File: config.mk
export PLATFORM = sky130hd
export DESIGN_NAME = m2ts_to_ts_packet_stripper
export DESIGN_NICKNAME = d
export VERILOG_FILES = /design/src/rtl/m2ts_pkg.sv /design/src/rtl/m2ts_cell.sv /design/src/rtl/m2ts_chain.sv /design/src/rtl/m2ts_to_ts_packet_stripper.sv
export SDC_FILE = /design/constraint.sdc
export NUM_CORES = 2
export LEC_CHECK = 0
export ABC_AREA = 1
export ABC_CLOCK_PERIOD_IN_PS = 2700
export BUFFER_PORTS_ARGS = -buffer_cell sky130_fd_sc_hd__buf_2
export CAP_MARGIN = 15
export CELL_PAD_IN_SITES_DETAIL_PLACEMENT = 1
export CELL_PAD_IN_SITES_GLOBAL_PLACEMENT = 1
export CORE_MARGIN = 4
export CORE_UTILIZATION = 30
export DETAILED_ROUTE_END_ITERATION = 10
export PLACE_DENSITY = 0.53
export RECOVER_POWER = 25
export SETUP_SLACK_MARGIN = 0.1
export SLEW_MARGIN = 20
export SYNTH_ARGS = -nofsm -noshare
export SYNTH_HDL_FRONTEND = slang
export SYNTH_SLANG_ARGS = --single-unit
File: constraint.sdc
create_clock -name clk -period 2.7 [get_ports clk]
set_input_delay 0.135 -clock clk [delete_from_list [all_inputs] [get_ports clk]]
set_output_delay 0.135 -clock clk [all_outputs]
set_load 0.005 [all_outputs]
File: src/rtl/m2ts_pkg.sv
// Shared types and constants for the M2TS-to-TS packet stripper.
// Depends on nothing; the chain, top level, checker and testbench import it.
package m2ts_pkg;

  // Sync byte value after reset
  localparam logic [7:0] SYNC_RESET = 8'h47;

  // Input item: data byte or end-of-stream flush tick
  typedef struct packed {
    logic       mode;
    logic [7:0] in_byte;
  } m2ts_in_t;

  // Result item
  typedef struct packed {
    logic [7:0] out_byte;
    logic       packet_first;
    logic       packet_last;
    logic       failed;
  } m2ts_out_t;

  // Stream phase
  typedef enum logic [2:0] {
    PH_SEARCH,
    PH_VERIFY,
    PH_LOCKED,
    PH_FLUSH,
    PH_FAILED
  } m2ts_phase_t;

  // Per-cycle command to the cell row
  typedef struct packed {
    logic shift;  // every cell takes its lower neighbor, head byte leaves
    logic load;   // the addressed cell takes the new byte
  } m2ts_chain_ctl_t;

endpackage

File: src/rtl/m2ts_cell.sv
// One byte cell of the delay row: hold, take the lower neighbor, or load.
// Standalone; used by m2ts_chain.
module m2ts_cell (
  input  logic       clk,
  input  logic       shift,
  input  logic       load,
  input  logic [7:0] d_prev,
  input  logic [7:0] d_new,
  output logic [7:0] q
);

  logic [7:0] q_r;
  logic [7:0] q_nxt;

  // Select the next byte: a load wins over a shift
  always_comb begin
    q_nxt = q_r;
    if (load) begin
      q_nxt = d_new;
    end else if (shift) begin
      q_nxt = d_prev;
    end
  end

  always_ff @(posedge clk) begin
    q_r <= q_nxt;
  end

  assign q = q_r;

endmodule

File: src/rtl/m2ts_chain.sv
// Row of byte cells forming the packet delay line; the oldest byte sits
// in the top cell. Depends on m2ts_pkg and m2ts_cell.
module m2ts_chain #(
  parameter int DEPTH = 192
) (
  input  logic                         clk,
  input  m2ts_pkg::m2ts_chain_ctl_t    ctl,
  input  logic [$clog2(DEPTH)-1:0]     wr_idx,
  input  logic [7:0]                   new_byte,
  output logic [7:0]                   head_byte
);

  import m2ts_pkg::*;

  localparam int IW = $clog2(DEPTH);

  logic [7:0] q [DEPTH];

  // Build the row; cell 0 is fed the new byte on a shift
  for (genvar k = 0; k < DEPTH; k++) begin : g_cell
    logic       load_k;
    logic [7:0] prev_k;

    assign load_k = ctl.load && (wr_idx == IW'(k));

    if (k == 0) begin : g_first
      assign prev_k = new_byte;
    end else begin : g_rest
      assign prev_k = q[k-1];
    end

    m2ts_cell u_cell (
      .clk    (clk),
      .shift  (ctl.shift),
      .load   (load_k),
      .d_prev (prev_k),
      .d_new  (new_byte),
      .q      (q[k])
    );
  end

  // Oldest held byte
  assign head_byte = q[DEPTH-1];

endmodule

File: src/rtl/m2ts_to_ts_packet_stripper.sv
// Top level of the M2TS-to-TS packet stripper: control, counters, output stage.
// Depends on m2ts_pkg and m2ts_chain.
//
// Usage:
//   in_*  : one transaction per stream byte (mode 0) or flush tick (mode 1).
//   out_* : 188-byte transport packets with first/last flags, or one result
//           with failed set when the stream is not in 192-byte packet format.
//   cfg_* : writes the sync byte value (0x47 after reset); write only while idle.
// The first sync byte must follow at least PREFIX_BYTES bytes and must repeat
// PACKET_BYTES bytes later; after that the block is locked and every byte runs
// through a PACKET_BYTES-cell delay row, prefix bytes being dropped at its end.
// Results: a data byte's result is registered in the output register, or in the
// skid entry while that one is full; a flush result follows the prefix drop.
// Throughput: one data byte per cycle while in_ready is high, set by the cell row
// shifting once per byte. A flush tick in the locked phase holds in_ready low
// while the row drops held prefix bytes one per cycle.
// Reset: synchronous; the block searches for sync again and the delay row needs
// no clearing. After a failure every transaction is taken and yields nothing.
// Stall: a two-entry output stage keeps taking input while one result waits;
// outside a flush, in_ready drops only once both entries hold results.
module m2ts_to_ts_packet_stripper #(
  parameter int PACKET_BYTES = 192,
  parameter int PREFIX_BYTES = 4
) (
  input  logic                clk,
  input  logic                rst_n,
  input  logic                in_valid,
  output logic                in_ready,
  input  m2ts_pkg::m2ts_in_t  in_data,
  output logic                out_valid,
  input  logic                out_ready,
  output m2ts_pkg::m2ts_out_t out_data,
  input  logic                cfg_valid,
  output logic                cfg_ready,
  input  logic [7:0]          cfg_data
);

  import m2ts_pkg::*;

  localparam int TS_BYTES = PACKET_BYTES - PREFIX_BYTES;
  localparam int IW = $clog2(PACKET_BYTES);
  localparam int PW = $clog2(PACKET_BYTES + 1);
  localparam int LW = $clog2(PREFIX_BYTES + 1);

  m2ts_phase_t     phase_r, phase_nxt;
  logic [LW-1:0]   lead_r, lead_nxt;
  logic [IW-1:0]   pos_r, pos_nxt;
  logic [PW-1:0]   pend_r, pend_nxt;
  logic [7:0]      sync_r;

  logic            out_v_r, out_v_nxt;
  m2ts_out_t       out_d_r, out_d_nxt;
  logic            skid_v_r, skid_v_nxt;
  m2ts_out_t       skid_d_r, skid_d_nxt;

  logic            in_fire;
  logic            out_fire;
  logic            full;
  logic            is_sync;
  logic            lead_short;
  logic            prefix_head;
  logic            rest_held;
  logic [IW-1:0]   pos_inc;
  logic [IW-1:0]   wr_idx;
  logic [7:0]      head_byte;
  m2ts_chain_ctl_t ctl;
  logic            res_v;
  m2ts_out_t       res;
  m2ts_out_t       pop_res;
  m2ts_out_t       fail_res;

  // Handshakes
  assign in_ready  = !skid_v_r && (phase_r != PH_FLUSH);
  assign in_fire   = in_valid && in_ready;
  assign out_fire  = out_v_r && out_ready;
  assign cfg_ready = 1'b1;

  // Status of the delay row
  assign full        = (pend_r == PW'(PACKET_BYTES));
  assign is_sync     = (in_data.in_byte == sync_r);
  assign lead_short  = (lead_r < LW'(PREFIX_BYTES));
  assign prefix_head = (pend_r != '0) && (pos_r >= IW'(TS_BYTES));
  assign rest_held   = (pend_r != '0) &&
                       (({1'b0, pend_r} + (PW+1)'(pos_r)) >= (PW+1)'(TS_BYTES));
  assign pos_inc     = (pos_r == IW'(PACKET_BYTES - 1)) ? '0 : pos_r + IW'(1);
  assign wr_idx      = IW'(PACKET_BYTES - 1) - pend_r[IW-1:0];

  // Result for the head byte leaving the row, and the failure result
  always_comb begin
    pop_res              = '0;
    pop_res.out_byte     = head_byte;
    pop_res.packet_first = (pos_r == '0);
    pop_res.packet_last  = (pos_r == IW'(TS_BYTES - 1));
    fail_res             = '0;
    fail_res.failed      = 1'b1;
  end

  // Next phase
  always_comb begin
    phase_nxt = phase_r;
    case (phase_r)
      PH_SEARCH: begin
        if (in_fire) begin
          if (in_data.mode) begin
            phase_nxt = PH_FAILED;
          end else if (is_sync) begin
            phase_nxt = lead_short ? PH_FAILED : PH_VERIFY;
          end
        end
      end
      PH_VERIFY: begin
        if (in_fire) begin
          if (in_data.mode) begin
            phase_nxt = PH_FAILED;
          end else if (full) begin
            phase_nxt = is_sync ? PH_LOCKED : PH_FAILED;
          end
        end
      end
      PH_LOCKED: begin
        if (in_fire && in_data.mode) begin
          phase_nxt = PH_FLUSH;
        end
      end
      PH_FLUSH: begin
        if (!prefix_head) begin
          phase_nxt = PH_LOCKED;
        end
      end
      PH_FAILED: begin
        phase_nxt = PH_FAILED;
      end
      default: begin
        phase_nxt = PH_FAILED;
      end
    endcase
  end

  // Row commands, counters and results per phase
  always_comb begin
    ctl      = '0;
    res_v    = 1'b0;
    res      = '0;
    lead_nxt = lead_r;
    pos_nxt  = pos_r;
    pend_nxt = pend_r;
    case (phase_r)
      PH_SEARCH: begin
        if (in_fire) begin
          if (in_data.mode) begin
            res_v = 1'b1;
            res   = fail_res;
          end else if (is_sync) begin
            if (lead_short) begin
              res_v = 1'b1;
              res   = fail_res;
            end else begin
              ctl.load = 1'b1;
              pos_nxt  = '0;
              pend_nxt = PW'(1);
            end
          end else if (lead_short) begin
            lead_nxt = lead_r + LW'(1);
          end
        end
      end
      PH_VERIFY: begin
        if (in_fire) begin
          if (in_data.mode || (full && !is_sync)) begin
            res_v = 1'b1;
            res   = fail_res;
          end else if (!full) begin
            ctl.load = 1'b1;
            pend_nxt = pend_r + PW'(1);
          end else begin
            ctl.shift = 1'b1;
            res_v     = (pos_r < IW'(TS_BYTES));
            res       = pop_res;
            pos_nxt   = pos_inc;
          end
        end
      end
      PH_LOCKED: begin
        if (in_fire && !in_data.mode) begin
          if (full) begin
            ctl.shift = 1'b1;
            res_v     = (pos_r < IW'(TS_BYTES));
            res       = pop_res;
            pos_nxt   = pos_inc;
          end else begin
            ctl.load = 1'b1;
            pend_nxt = pend_r + PW'(1);
          end
        end
      end
      PH_FLUSH: begin
        // Drop held prefix bytes, then release one byte of a complete packet
        if (prefix_head) begin
          ctl.shift = 1'b1;
          pos_nxt   = pos_inc;
          pend_nxt  = pend_r - PW'(1);
        end else if (rest_held) begin
          ctl.shift = 1'b1;
          res_v     = 1'b1;
          res       = pop_res;
          pos_nxt   = pos_inc;
          pend_nxt  = pend_r - PW'(1);
        end
      end
      PH_FAILED: begin
        res_v = 1'b0;
      end
      default: begin
        res_v = 1'b0;
      end
    endcase
  end

  // Delay row
  m2ts_chain #(
    .DEPTH (PACKET_BYTES)
  ) u_chain (
    .clk       (clk),
    .ctl       (ctl),
    .wr_idx    (wr_idx),
    .new_byte  (in_data.in_byte),
    .head_byte (head_byte)
  );

  // Two-entry output stage: output register plus skid entry
  always_comb begin
    out_v_nxt  = out_v_r;
    out_d_nxt  = out_d_r;
    skid_v_nxt = skid_v_r;
    skid_d_nxt = skid_d_r;
    if (out_fire) begin
      out_v_nxt = 1'b0;
    end
    if (skid_v_r && !out_v_nxt) begin
      out_v_nxt  = 1'b1;
      out_d_nxt  = skid_d_r;
      skid_v_nxt = 1'b0;
    end
    if (res_v) begin
      if (!out_v_nxt) begin
        out_v_nxt = 1'b1;
        out_d_nxt = res;
      end else begin
        skid_v_nxt = 1'b1;
        skid_d_nxt = res;
      end
    end
  end

  // Control state
  always_ff @(posedge clk) begin
    if (!rst_n) begin
      phase_r  <= PH_SEARCH;
      lead_r   <= '0;
      pos_r    <= '0;
      pend_r   <= '0;
      sync_r   <= SYNC_RESET;
      out_v_r  <= 1'b0;
      skid_v_r <= 1'b0;
    end else begin
      phase_r  <= phase_nxt;
      lead_r   <= lead_nxt;
      pos_r    <= pos_nxt;
      pend_r   <= pend_nxt;
      out_v_r  <= out_v_nxt;
      skid_v_r <= skid_v_nxt;
      if (cfg_valid && cfg_ready) begin
        sync_r <= cfg_data;
      end
    end
  end

  // Result payload
  always_ff @(posedge clk) begin
    out_d_r  <= out_d_nxt;
    skid_d_r <= skid_d_nxt;
  end

  assign out_valid = out_v_r;
  assign out_data  = out_d_r;

endmodule

==> impl_metrics.toml <==
[clock_tree]
clock_latency_ns = 0.82
clk_pin_slew_ns = 0.06
cts_buffer_depth = 3
cts_buffers = 179
clock-sinks = 1590
cts_max_level = 4
cts_tree = "yes"
cts-root-buf = "clkbuf_16"

[yosys]
ys_warn_count = 0
synth_most_common_cell = "nand2_1"
syn_nets = 6061
synth-edff-count = 1547
syn_avg_cell_area_um2 = 11.2
synthTopCellsByArea = "edfxtp_1 69%, nand2_1 9.9%, o21ai_1 7.1%, o21ai_0 4.5%, nand4_1 2.7%"
ys_seq_elements = 1590
synth_top_area_cell = "edfxtp_1"
synth_commonest_cells = "1778 x nand2_1, 1547 x edfxtp_1, 954 x o21ai_1, 600 x o21ai_0, 445 x clkbuf_1"
ys_types = 33
synth_flop_cell = "edfxtp_1"
netlist_area_mm2 = 0.0672
seq_area_frac_synth_pct = 70.4
synth.top_cell.area_share_pct = 69.1
netlist_instances = 6020
ys_async_sr_fraction_pct = 0

[sta]
slew_viol_final = 0
slew_headroom_pct = 36.2
period_share_pct = 103
worstMarginPinSlew_ns = 0.956
fmax_ghz = 0.358
hold-worst-slack_ns = 0.159
worst_slack_ns = -0.0937
hold_viol = 0
post-route-min-period_ns = 2.79
rsz0062_at_grt = "true"
clock_skew_ns = 0.0307
setup_viol = 862

[run_status]
status = "complete, but fails checks"
violations = "setup timing"

[setup_path]
worstSetupEndpointType = "register"
cp_data_arrival_time_ns = 3.32
ff2ff_path_depth = 16
r2r-start = "pend_r[0]"
startpoint_type = "register"
path_class = "reg -> reg"
crit_required_ns = 3.22
r2r-end = "u_chain.g_cell[177].u_cell.q[2]"
r2r_slack_ns = -0.09
worstPathMaxFanout = 7

[power_and_ir_drop]
p_clk_share_pct = 44.3
seq_power_share_pct = 51.8
vdd_drop_max_mv = 0.583
switchingPower_w = 0.0116
p_comb_share_pct = 4.0
p_int_w = 0.0401
leakage_nw = 33.1
finalPower_w = 0.0517
sw_frac_of_total_pct = 22.4
powerDensity_mw_per_mm2 = 610

[finish]
fillCellCount = 24075
areaGrowthSynthToFinish_pct = 26.0
regArea_mm2 = 0.0473
design_area_mm2 = 0.0847
nNetsFinal = 6649
multi_input_area_mm2 = 0.0183
drive_above_1_share_pct = 18.3

[global_route]
grt_pass1_wl_mm = 314
grt_overflow = 0
track_usage_pct = 17.7
antenna_found_initial = 4
grt_max_degree = 53
grt_pass1_vias = 50228

[detailed_routing]
wirelength_mm = 210
wl_per_cell_um = 21.6
drtIter0Drc = 3696
vias = 48527
routed_via_density = 4.99
ant_nets = 0
post-route-drc-count = 0
dr.pass1.iters = 5

[floorplan]
rows = 173
dieHeight_um = 481
coreArea_mm2 = 0.223
pin_count = 36
fp.dieW_um = 481
die_area_mm2 = 0.232
start_util_pct = 30.2

[run]
drv_cap = 0

[placement]
gp_congestion = 0.782
portBuffers = 34
placed_area_mm2 = 0.0769
dp_hpwl_mm = 127

[hold_path]
hold_class = "in -> reg"
holdPathEnd = "phase_r[0]"
hold_depth = 7
hold_start = "in_valid"
==> sequential cells by signal (all words and copies together), names as in the netlist <==
signal,flops
out_data,11
pend_r,8
out_valid,1
skid_v_r,1
pos_r,8
u_chain.g_cell.u_cell.q,1536
sync_r,8
phase_r,3
lead_r,3
skid_d_r,11
==> power by group through the flow <==
stage	clock network, W	registers (W)	logic [W]
after floorplan	0	0.0273	0.000750
after global placement	0	0.0273	0.00192
after detailed placement	0	0.0273	0.00192
after CTS	0.0236	0.0268	0.00207
after global routing	0.0246	0.0268	0.00222
final	0.0229	0.0268	0.00206
==> cell usage in the layout, fill, tap and decap left out, types with 44 or more instances in the layout <==
cell type and n:
buf_12 166, buf_4 510, buf_6 101, clkbuf_1 57, clkbuf_16 190, clkinv_1 44, edfxtp_1 1547, inv_1 80
nand2_1 1721, nand4_1 290, nor2_1 80, o21ai_0 569, o21ai_1 975
==> how the worst max path moves through the flow <==
stage | start | to | slack (ns) | cells past startpoint
2_1_floorplan | phase_r[2] | u_chain.g_cell[5].u_cell.q[0] | 0.05 | 8
3_3_place_gp | sync_r[0] | u_chain.g_cell[81].u_cell.q[6] | -0.34 | 14
3_5_place_dp | sync_r[0] | u_chain.g_cell[81].u_cell.q[6] | -0.41 | 14
4_1_cts | pos_r[0] | u_chain.g_cell[45].u_cell.q[3] | -0.05 | 15
5_1_grt | pend_r[0] | u_chain.g_cell[177].u_cell.q[0] | -0.22 | 16
6_report | pend_r[0] | u_chain.g_cell[177].u_cell.q[2] | -0.09 | 16
==> worst max-delay path: stages (launching register included) <==
cell and delay, ns:
dfxtp_2 0.33, ha_4 0.16, fa_2 0.37, nand2_2 0.07, nand2_2 0.05, nand2_1 0.06
o211ai_1 0.12, nor2_1 0.15, nand3_1 0.11, nand2_2 0.11, nand3_4 0.08, buf_12 0.16
buf_12 0.14, buf_16 0.15, buf_6 0.12, nand4_1 0.13, buf_4 0.16
==> per-stage QoR <==
step                TNS (ns)  setup slack (ns)  std cells  util, %
floorplan                  0            0.0462       6020        -
global placement     -423.46            -0.337       9299     34.6
detailed placement   -417.31            -0.410       9299     34.6
CTS                    -5.64           -0.0526       9695     37.7
global route         -291.36            -0.223       9722     38.1
finish                -24.30           -0.0937       9723     38.1
==> repair_timing <==
item	in CTS	in global routing
endpoints found under the setup margin	3053	2959
cloned	12	13
hold buffers	42	0
endpoints found under the hold margin	133	0
buffers inserted	23	15
resized for setup	149	170
pin swaps	28	43
==> area by class of cell <==
type	count	share of cell area [%]
well taps	2975	4.39
repair buffers	887	11.2
clock buffers	222	5.58
clock inverters	97	0.786
diodes	2	0.00591
multi-input cells	3852	21.6
flip-flops and latches	1590	55.9
inverters	98	0.514
==> routing by layer <==
metal / global-route usage [%] / wire, um / part of all wire, %
met4: 4.95 / 5250 / 2.5
met1: 23.4 / 94100 / 45
met5: 0 / 12 / 0.0057
met3: 2.95 / 9770 / 4.7
met2: 30.0 / 101000 / 48
==> kinds of logic after synthesis <==
family / after synthesis / synth area share [%]
fa+ha+maj: 19 / 0.376
buf+inv: 578 / 3.27
mux: 11 / 0.184
xor+xnor: 14 / 0.182
flops: 1590 / 70.4
compound gates: 1582 / 11.8
simple gates: 2225 / 13.8
other cells: 1 / 0.00558
(Power assumes the default switching activity.)
